==> src/rtl/hlpd_pkg.sv <==
`timescale 1ns / 1ps
// Package for the hover-lock proximity dimmer: operation codes, level widths,
// register reset values and the stage payload types. No dependencies.
package hlpd_pkg;

    localparam int FULL_SCALE  = 1000;
    localparam int LEVEL_W     = 10;
    localparam int TARGET_W    = 12;
    localparam int PROD_W      = 2 * LEVEL_W;
    localparam int RECIP_SHIFT = PROD_W + LEVEL_W;
    localparam int RECIP_W     = RECIP_SHIFT - LEVEL_W + 1;
    localparam int RECIP_PROD_W = PROD_W + RECIP_W;

    localparam logic [LEVEL_W-1:0] FULL_LEVEL = LEVEL_W'(FULL_SCALE);
    localparam logic [RECIP_W-1:0] RECIP_MULT =
        RECIP_W'(((64'd1 << RECIP_SHIFT) + 64'(FULL_SCALE) - 64'd1) / 64'(FULL_SCALE));

    localparam logic [7:0]  THRESH_RESET   = 8'd5;
    localparam logic [15:0] LOCK_RESET     = 16'd850;
    localparam logic [15:0] INTERVAL_RESET = 16'd50;
    localparam logic [7:0]  OFFSET_RESET   = 8'd20;
    localparam logic [3:0]  GAIN_RESET     = 4'd5;

    typedef enum logic [1:0] {
        OP_TICK   = 2'd0,
        OP_SAMPLE = 2'd1,
        OP_REARM  = 2'd2
    } op_t;

    typedef enum logic [2:0] {
        REG_THRESH   = 3'd0,
        REG_LOCK     = 3'd1,
        REG_INTERVAL = 3'd2,
        REG_OFFSET   = 3'd3,
        REG_GAIN     = 3'd4
    } reg_idx_t;

    typedef struct packed {
        logic [1:0]         op;
        logic [7:0]         sample;
        logic               local_mode;
        logic               focus_color;
        logic [LEVEL_W-1:0] bri;
        logic [LEVEL_W-1:0] cct;
    } in_item_t;

    typedef struct packed {
        logic               update;
        logic               locked;
        logic [LEVEL_W-1:0] bri;
        logic [LEVEL_W-1:0] cct;
        logic [PROD_W-1:0]  prod;
        logic [LEVEL_W-1:0] quot;
    } lvl_item_t;

endpackage

==> src/rtl/hover_lock_proximity_dimmer.sv <==
`timescale 1ns / 1ps
// Hover-lock proximity dimmer top level: decision stage, duty product,
// constant divide and result register. Depends on hlpd_pkg.
//
// One transfer is accepted every cycle while the result side keeps up; each
// result passes in order through the input register, lock/level decision,
// cct*bri product, reciprocal divide by full scale and result register.
// The time counter, lock flag and timestamps update as an item leaves the
// input register, so back-to-back items always see the state left by the
// one before. Configuration writes are taken every cycle (cfg_ready is
// always high).
module hover_lock_proximity_dimmer (
    input  logic                          aclk,
    input  logic                          aresetn,
    input  logic                          cfg_valid,
    output logic                          cfg_ready,
    input  logic [2:0]                    cfg_index,
    input  logic [15:0]                   cfg_data,
    input  logic                          s_valid,
    output logic                          s_ready,
    input  logic [1:0]                    s_operation,
    input  logic [7:0]                    s_sample,
    input  logic                          s_local_mode,
    input  logic                          s_focus_color,
    input  logic [hlpd_pkg::LEVEL_W-1:0]  s_held_brightness,
    input  logic [hlpd_pkg::LEVEL_W-1:0]  s_held_color_temp,
    output logic                          m_valid,
    input  logic                          m_ready,
    output logic                          m_update_valid,
    output logic [hlpd_pkg::LEVEL_W-1:0]  m_new_brightness,
    output logic [hlpd_pkg::LEVEL_W-1:0]  m_new_color_temp,
    output logic [hlpd_pkg::LEVEL_W-1:0]  m_warm_duty,
    output logic [hlpd_pkg::LEVEL_W-1:0]  m_cold_duty,
    output logic                          m_is_locked
);
    import hlpd_pkg::*;

    logic [7:0]  thresh_reg;
    logic [15:0] lock_time_reg;
    logic [15:0] interval_reg;
    logic [7:0]  offset_reg;
    logic [3:0]  gain_reg;

    logic [31:0] now_reg, now_next;
    logic        locked_reg, locked_next;
    logic [7:0]  last_sample_reg, last_sample_next;
    logic [31:0] stable_since_reg, stable_since_next;
    logic [31:0] last_update_reg, last_update_next;

    logic      s1_valid_reg, s2_valid_reg, s3_valid_reg, s4_valid_reg, m_valid_reg;
    in_item_t  s1_reg;
    lvl_item_t s2_reg, s2_next;
    lvl_item_t s3_reg, s3_next;
    lvl_item_t s4_reg, s4_next;

    logic free_out, free4, free3, free2, free1, s1_fire;

    logic [LEVEL_W-1:0]      out_bri_reg, out_cct_reg, out_warm_reg, out_cold_reg;
    logic                    out_update_reg, out_locked_reg;
    logic [LEVEL_W-1:0]      warm_next;
    logic                    inexact;
    logic [RECIP_PROD_W-1:0] recip_prod;

    logic [7:0]          diff;
    logic [31:0]         stable_age, update_age;
    logic [7:0]          above_offset;
    logic [TARGET_W-1:0] raw_target;
    logic [LEVEL_W-1:0]  target;
    logic                lock_now;

    assign cfg_ready = 1'b1;

    assign free_out = !m_valid_reg || m_ready;
    assign free4    = !s4_valid_reg || free_out;
    assign free3    = !s3_valid_reg || free4;
    assign free2    = !s2_valid_reg || free3;
    assign free1    = !s1_valid_reg || free2;
    assign s_ready  = free1;
    assign s1_fire  = s1_valid_reg && free2;

    always_ff @(posedge aclk) begin
        if (!aresetn) begin
            thresh_reg    <= THRESH_RESET;
            lock_time_reg <= LOCK_RESET;
            interval_reg  <= INTERVAL_RESET;
            offset_reg    <= OFFSET_RESET;
            gain_reg      <= GAIN_RESET;
        end else if (cfg_valid) begin
            case (cfg_index)
                REG_THRESH:   thresh_reg    <= cfg_data[7:0];
                REG_LOCK:     lock_time_reg <= cfg_data;
                REG_INTERVAL: interval_reg  <= cfg_data;
                REG_OFFSET:   offset_reg    <= cfg_data[7:0];
                REG_GAIN:     gain_reg      <= cfg_data[3:0];
                default: ;
            endcase
        end
    end

    // decision stage
    always_comb begin
        diff = (s1_reg.sample >= last_sample_reg) ? s1_reg.sample - last_sample_reg
                                                  : last_sample_reg - s1_reg.sample;
        stable_age   = now_reg - stable_since_reg;
        update_age   = now_reg - last_update_reg;
        above_offset = (s1_reg.sample > offset_reg) ? s1_reg.sample - offset_reg : 8'd0;
        raw_target   = TARGET_W'(above_offset) * TARGET_W'(gain_reg);
        target       = (raw_target > TARGET_W'(FULL_SCALE)) ? FULL_LEVEL
                                                            : raw_target[LEVEL_W-1:0];

        now_next          = now_reg;
        locked_next       = locked_reg;
        last_sample_next  = last_sample_reg;
        stable_since_next = stable_since_reg;
        last_update_next  = last_update_reg;
        lock_now          = 1'b0;

        s2_next        = '0;
        s2_next.bri    = s1_reg.bri;
        s2_next.cct    = s1_reg.cct;

        case (s1_reg.op)
            OP_TICK: begin
                now_next = now_reg + 32'd1;
            end
            OP_REARM: begin
                if (s1_reg.local_mode) begin
                    locked_next       = 1'b0;
                    last_sample_next  = 8'd0;
                    stable_since_next = now_reg;
                end
            end
            OP_SAMPLE: begin
                if (s1_reg.local_mode && !locked_reg) begin
                    if (diff > thresh_reg) begin
                        last_sample_next  = s1_reg.sample;
                        stable_since_next = now_reg;
                    end else if (stable_age > 32'(lock_time_reg)) begin
                        locked_next = 1'b1;
                        lock_now    = 1'b1;
                    end
                    if (!lock_now && update_age > 32'(interval_reg)) begin
                        last_update_next = now_reg;
                        s2_next.update   = 1'b1;
                        if (s1_reg.focus_color) begin
                            s2_next.cct = target;
                        end else begin
                            s2_next.bri = target;
                        end
                    end
                end
            end
            default: ;
        endcase
        s2_next.locked = locked_next;
    end

    always_comb begin
        s3_next      = s2_reg;
        s3_next.prod = PROD_W'(s2_reg.cct) * PROD_W'(s2_reg.bri);
    end

    always_comb begin
        recip_prod   = RECIP_PROD_W'(s3_reg.prod) * RECIP_PROD_W'(RECIP_MULT);
        s4_next      = s3_reg;
        s4_next.quot = recip_prod[RECIP_SHIFT +: LEVEL_W];
    end

    // warm = bri - ceil(cct*bri / full scale)
    always_comb begin
        inexact   = s4_reg.prod != (PROD_W'(s4_reg.quot) * PROD_W'(FULL_SCALE));
        warm_next = s4_reg.bri - s4_reg.quot - LEVEL_W'(inexact);
    end

    always_ff @(posedge aclk) begin
        if (!aresetn) begin
            now_reg          <= '0;
            locked_reg       <= 1'b0;
            last_sample_reg  <= '0;
            stable_since_reg <= '0;
            last_update_reg  <= '0;
        end else if (s1_fire) begin
            now_reg          <= now_next;
            locked_reg       <= locked_next;
            last_sample_reg  <= last_sample_next;
            stable_since_reg <= stable_since_next;
            last_update_reg  <= last_update_next;
        end
    end

    always_ff @(posedge aclk) begin
        if (!aresetn) begin
            s1_valid_reg <= 1'b0;
            s2_valid_reg <= 1'b0;
            s3_valid_reg <= 1'b0;
            s4_valid_reg <= 1'b0;
            m_valid_reg  <= 1'b0;
        end else begin
            if (free1) begin
                s1_valid_reg <= s_valid;
            end
            if (free2) begin
                s2_valid_reg <= s1_valid_reg;
            end
            if (free3) begin
                s3_valid_reg <= s2_valid_reg;
            end
            if (free4) begin
                s4_valid_reg <= s3_valid_reg;
            end
            if (free_out) begin
                m_valid_reg <= s4_valid_reg;
            end
        end
    end

    always_ff @(posedge aclk) begin
        if (free1) begin
            s1_reg.op          <= s_operation;
            s1_reg.sample      <= s_sample;
            s1_reg.local_mode  <= s_local_mode;
            s1_reg.focus_color <= s_focus_color;
            s1_reg.bri <= (s_held_brightness > FULL_LEVEL) ? FULL_LEVEL : s_held_brightness;
            s1_reg.cct <= (s_held_color_temp > FULL_LEVEL) ? FULL_LEVEL : s_held_color_temp;
        end
        if (free2) begin
            s2_reg <= s2_next;
        end
        if (free3) begin
            s3_reg <= s3_next;
        end
        if (free4) begin
            s4_reg <= s4_next;
        end
        if (free_out) begin
            out_update_reg <= s4_reg.update;
            out_locked_reg <= s4_reg.locked;
            out_bri_reg    <= s4_reg.update ? s4_reg.bri  : '0;
            out_cct_reg    <= s4_reg.update ? s4_reg.cct  : '0;
            out_warm_reg   <= s4_reg.update ? warm_next   : '0;
            out_cold_reg   <= s4_reg.update ? s4_reg.quot : '0;
        end
    end

    assign m_valid          = m_valid_reg;
    assign m_update_valid   = out_update_reg;
    assign m_new_brightness = out_bri_reg;
    assign m_new_color_temp = out_cct_reg;
    assign m_warm_duty      = out_warm_reg;
    assign m_cold_duty      = out_cold_reg;
    assign m_is_locked      = out_locked_reg;

endmodule

==> config.mk <==
export PLATFORM = sky130hd
export DESIGN_NAME = hover_lock_proximity_dimmer
export DESIGN_NICKNAME = d
export VERILOG_FILES = /design/src/rtl/hlpd_pkg.sv /design/src/rtl/hover_lock_proximity_dimmer.sv
export SDC_FILE = /design/constraint.sdc
export NUM_CORES = 1
export LEC_CHECK = 0
export BUFFER_PORTS_ARGS = -buffer_cell sky130_fd_sc_hd__buf_2
export CAP_MARGIN = 20
export CORE_ASPECT_RATIO = 0.9
export CORE_MARGIN = 2
export CORE_UTILIZATION = 45
export DETAILED_ROUTE_END_ITERATION = 16
export PLACE_DENSITY = 0.68
export SLEW_MARGIN = 25
export SYNTH_ARGS = -nofsm -noshare
export SYNTH_HDL_FRONTEND = slang
export SYNTH_SLANG_ARGS = --single-unit
==> constraint.sdc <==
create_clock -name aclk -period 18.9 [get_ports aclk]
set_clock_uncertainty 0.1 [all_clocks]
set_input_delay 0.945 -clock aclk [delete_from_list [all_inputs] [get_ports aclk]]
set_output_delay 0.945 -clock aclk [all_outputs]
set_load 0.05 [all_outputs]
======== Word level (Yosys, flattened, before mapping) ========
Index checks and enable logic that the tools add are counted.
word-level totals
  memories ................................ 0
  output and inout bits ................... 45
  bits in read-only memories .............. 0
  memory bits (writable) .................. 0
  input bits .............................. 56
  flip-flop bits (word level) ............. 352
  latch bits .............................. 0
cells by class
  reductions and logical operators ........ 27
  equal/unequal tests ..................... 10
  shifts and indexed selects .............. 0
  div/mod/pow operators ................... 0
  multiplexer cells ....................... 26
  order comparisons ....................... 8
  $add $sub $neg .......................... 8
  bitwise gates (word level) .............. 0
  multipliers ............................. 4
operator list
  operator                count
  $mux 32                 3
  $gt 32x16->1            2
  $pmux 32 s2             1
  $sub 32x32->32          2
  $mux 20                 3
  $mux 8                  5
  $mul 20x20->39 const B  1
  $add 32x1->32 const B   1
  $mux 10                 3
  $sub 8x8->8             3
  $gt 10x10->1 const B    2
  $mul 10x10->20          1
  $ne 20x20->1            1
  $mul 10x7->17 const B   1
  $gt 8x8->1              2
  $pmux 8 s2              1
  $reduce_and 2->1        7
  $gt 12x10->1 const B    1
  $mul 8x4->12            1
  $sub 10x1->10           1
  $sub 10x10->10          1
  $mux 1                  9
  $ge 8x8->1              1
  $logic_not 1->1         7
  other kinds (14)        23

======== Logic depth before layout (Yosys ltp) ========
  word-level depth ........................ 11
  mapped depth ............................ 31
  mapped depth without buffers ............ 31

======== Worst setup path before layout ========
Ideal clock, no wire load.
  path type ............................... register to register
  start point ............................. register s4_reg[1] in the netlist's numbering
  end point ............................... register out_warm_reg[9], in the netlist m_warm_duty[9] (data pin)
  required time ........................... 18545 ps
  path slack .............................. 11403 ps
  cell stages (with the launch flop) ...... 30
  arrival time ............................ 7142 ps
  path buffers ............................ 0
  setup time .............................. 255 ps
  period minus slack after synthesis ...... 7497 ps
  cell sequence ........................... edfxtp_1 > fa_1 > inv_1 > fa_1 > fa_1 > inv_1 > fa_1 > ha_1 > a21o_1 > a2111oi_0 > nor3b_1 > o21a_1 > o41ai_1 > o21bai_1 > a21oi_1 > xnor2_1 > or4_1 > fa_1 > inv_1 > ha_1 > o21ai_0 > nand3b_1 > a21oi_1 > o21bai_1 > a21oi_1 > o21bai_1 > a21o_1 > a21oi_1 > xnor2_1 > and2_1
on the way
  longest elaborated chain between the ends .. 3
  elaborated cells between the ends (all ways) .. 4
  those cells by class .................... add/sub (2); mul (1); eq/ne (1)
RTL lines
  what                    line                                text
  from (decl)             hover_lock_proximity_dimmer.sv:54   lvl_item_t s4_reg, s4_next;
  from (signal assigned)  hover_lock_proximity_dimmer.sv:233  s4_reg <= s4_next;
  $mul 10x7->17           hover_lock_proximity_dimmer.sv:171  inexact = s4_reg.prod != (PROD_W'(s4_reg.quot) * PROD_W'(FULL_SCALE));
  $ne 20x20->1            hover_lock_proximity_dimmer.sv:171
  $sub 10x1->10 *         hover_lock_proximity_dimmer.sv:172  warm_next = s4_reg.bri - s4_reg.quot - LEVEL_W'(inexact);
  to (signal assigned)    hover_lock_proximity_dimmer.sv:240  out_warm_reg <= s4_reg.update ? warm_next : '0;
  to (decl)               hover_lock_proximity_dimmer.sv:58   logic [LEVEL_W-1:0] out_bri_reg, out_cct_reg, out_warm_reg, out_cold_reg;
Every way passes the cells marked *; elsewhere a longest branch is shown, timed or not.
A chain may end at the register's enable or synchronous reset.

======== Final worst setup path ========
  start point ............................. register s4_reg[1] in the netlist's numbering
  end point ............................... register out_warm_reg[8], in the netlist m_warm_duty[8] (data pin)
Same word-level chain as after synthesis.

==> flow_metrics.tcl <==
set metrics [dict create \
    vias 21100 \
    critPathMaxStageDelay_ns 0.61 \
    dr.pass1.iters 5 \
    cp_max_fo 8 \
    num_rows 89 \
    tritoncts "built" \
    place_hpwl_mm 50.9 \
    crit_type "reg -> reg" \
    grt_usage_pct 19.3 \
    drive_gt1_share_pct 7.01 \
    cp_slowest_cell "fa_1" \
    netlist_area_um2 30100 \
    synth_edf_count 190 \
    yosys-top-cells-area "edfxtp_1 (19%), ha_1 (18%), fa_1 (13%)" \
    areaGrowthSynthToFinish_pct 8.67 \
    finalHoldViolCount 0 \
    overflow 0 \
    antenna_found_initial 2 \
    ctsHoldBuffers 0 \
    place.gp.congestion 0.911 \
    async_flop_share_pct 0 \
    htreeDepth 2 \
    worstReg2RegStart "s4_reg[1]" \
    vias_per_cell 5.19 \
    dieWidth_um 277 \
    critPathArrivalTime_ns 8.38 \
    nNetsFinal 3843 \
    fin_crit_sh_pct 43.1 \
    cts_buffers 40 \
    postCtsSetupRepairBufs 0 \
    fin_crit_ns 8.15 \
    wl_per_cell_um 16.2 \
    syn_avg_cell_area_um2 9.67 \
    rsz0062_at_grt "false" \
    clkLatencyLatePin_ns 0.57 \
    wl_mm 65.6 \
    drc 0 \
    grt_max_degree 110 \
    met2_length_mm 31.1 \
    r2r_slack_ns 10.75 \
    fmax_ghz 0.123 \
    antenna_cells 0 \
    start_util_pct 45.7 \
    slew_headroom_pct 33.8 \
    worst_hold_slack_ns 0.316 \
    crit_top_cell "fa_1" \
    cts_root_buffer "clkbuf_16" \
    setup_viol 0 \
    finish.utilization_pct 49.7 \
    die_h_um 250 \
    yosys_warnings 0 \
    synth_top_area_cell "edfxtp_1" \
    hp-start "s3_reg[40]" \
    clk_path_buf_depth 3 \
    cap_violations 0 \
    initialDrtViolationCount 1129 \
    synth_top_area_share_pct 18.9 \
    ant_nets 0 \
    crit_path_start_kind "flop" \
    cts_num_sinks 352 \
    syn_nets 3794 \
    grt_pass1_vias 20900 \
    startpoint "s4_reg[1]" \
    grt_first_pass_wirelength_mm 108 \
    tightest_slew_ns 0.992 \
    wl_met3_mm 2.78 \
    cts_resized 0 \
    num-fill-cells 6069 \
    maxSlewViolCount 0 \
    io_buffers 99 \
    required_ns 19.13 \
    met1_length_mm 30.4 \
    largest_reg_flops 52 \
    synth_flop_cell "edfxtp_1" \
    cts.reportedPaths.clkPinSlew_ns 0.06 \
    yosysSeqAreaShare_pct 29.7 \
    hp-class "reg -> reg" \
    coreArea_um2 65900 \
    ys_ff_latch 352 \
    syn-instance-count 3117 \
    fin_setup_tns_ns 0 \
    synthDistinctLibCells 82 \
    die-area_um2 69100 \
    io_pins 101 \
    end_kind "flop" \
    status "completed" \
    top_layer_used "met4" \
]
[path summary, 6_finish.rpt]
check | end | cells after the start
min | s4_reg[40] | 0
max reg2reg | m_warm_duty[8] | 29
min reg2reg | s4_reg[40] | 0
max | m_warm_duty[8] | 29
[critical path: cells and delay by family (launching register included)]
family                     cells  cell delay [ns]
AOI/OAI and AO/OA             11             2.51
buffers and inverters          3             0.16
and+or+nand+nor                5             1.05
DFF                            1             0.57
xor gates and xnor gates       2             0.14
adders and majority gates      8             3.36
[per-stage QoR]
step | std cells | cell area (um^2) | worst slack (ns)
after detailed placement | 3988 | 31400 | 10.79
after floorplan | 3117 | 30100 | 11.40
final | 4061 | 32800 | 10.75
after global placement | 3988 | 31400 | 10.85
after global routing | 4061 | 32800 | 10.04
after CTS | 4061 | 32700 | 10.75
[layout by cell type, fill, tap and decap left out, types with 28 or more instances in the layout]
master,count
nor2_1,92
mux2i_1,74
fa_1,196
a21o_1,46
a21oi_1,126
xor2_1,52
and2_1,131
buf_2,98
ha_1,425
nand3_1,60
and3_1,38
nand2b_1,28
dfxtp_1,162
xnor2_1,100
edfxtp_1,190
nand2_1,309
o21ai_0,75
clkbuf_16,41
a21boi_0,53
inv_1,488
nor2b_1,52
[routing by layer]
metal | track usage, % | vias to the layer above
met3 | 2.32 | 85
li1 | - | 10600
met2 | 32.7 | 431
met1 | 26.2 | 9989
met4 | 4.64 | 0
met5 | 0 | -
[layout make-up]
| type | instances | area, um^2 | area share, % |
|---|---|---|---|
| multi-input cells | 2174 | 19000 | 57.9 |
| flip-flops and latches | 352 | 8950 | 27.3 |
| inverters | 490 | 1840 | 5.62 |
| clock buffers | 51 | 1080 | 3.31 |
| well taps | 864 | 1080 | 3.30 |
| repair buffers | 108 | 566 | 1.73 |
| clock inverters | 22 | 268 | 0.818 |
[synthesized netlist by cell type, drive strengths merged, types with 24 or more instances]
master,n
a21boi,54
a21o,46
a21oi,127
and2,132
and3,38
clkbuf,87
dfxtp,162
edfxtp,190
fa,196
ha,425
inv,490
mux2,24
mux2i,74
nand2,311
nand2b,28
nand3,60
nand4,26
nor2,93
nor2b,52
nor3,27
o211ai,27
o21ai,77
xnor2,100
xor2,52
[cells by family (layout without fill, tap and decap cells)]
group	count (synthesis)	count (layout)	share of synthesized area (%)
simple gates	832	832	13.9
other cells	1	1	0.0124
buf+inv	591	671	7.46
flops	352	352	29.7
compound gates	470	470	10.4
xor+xnor	152	152	4.42
fa+ha+maj	621	621	30.7
mux	98	98	3.48
Power is not shown: default switching activity piles up to over one toggle a cycle in this logic, so the estimate is an artifact.
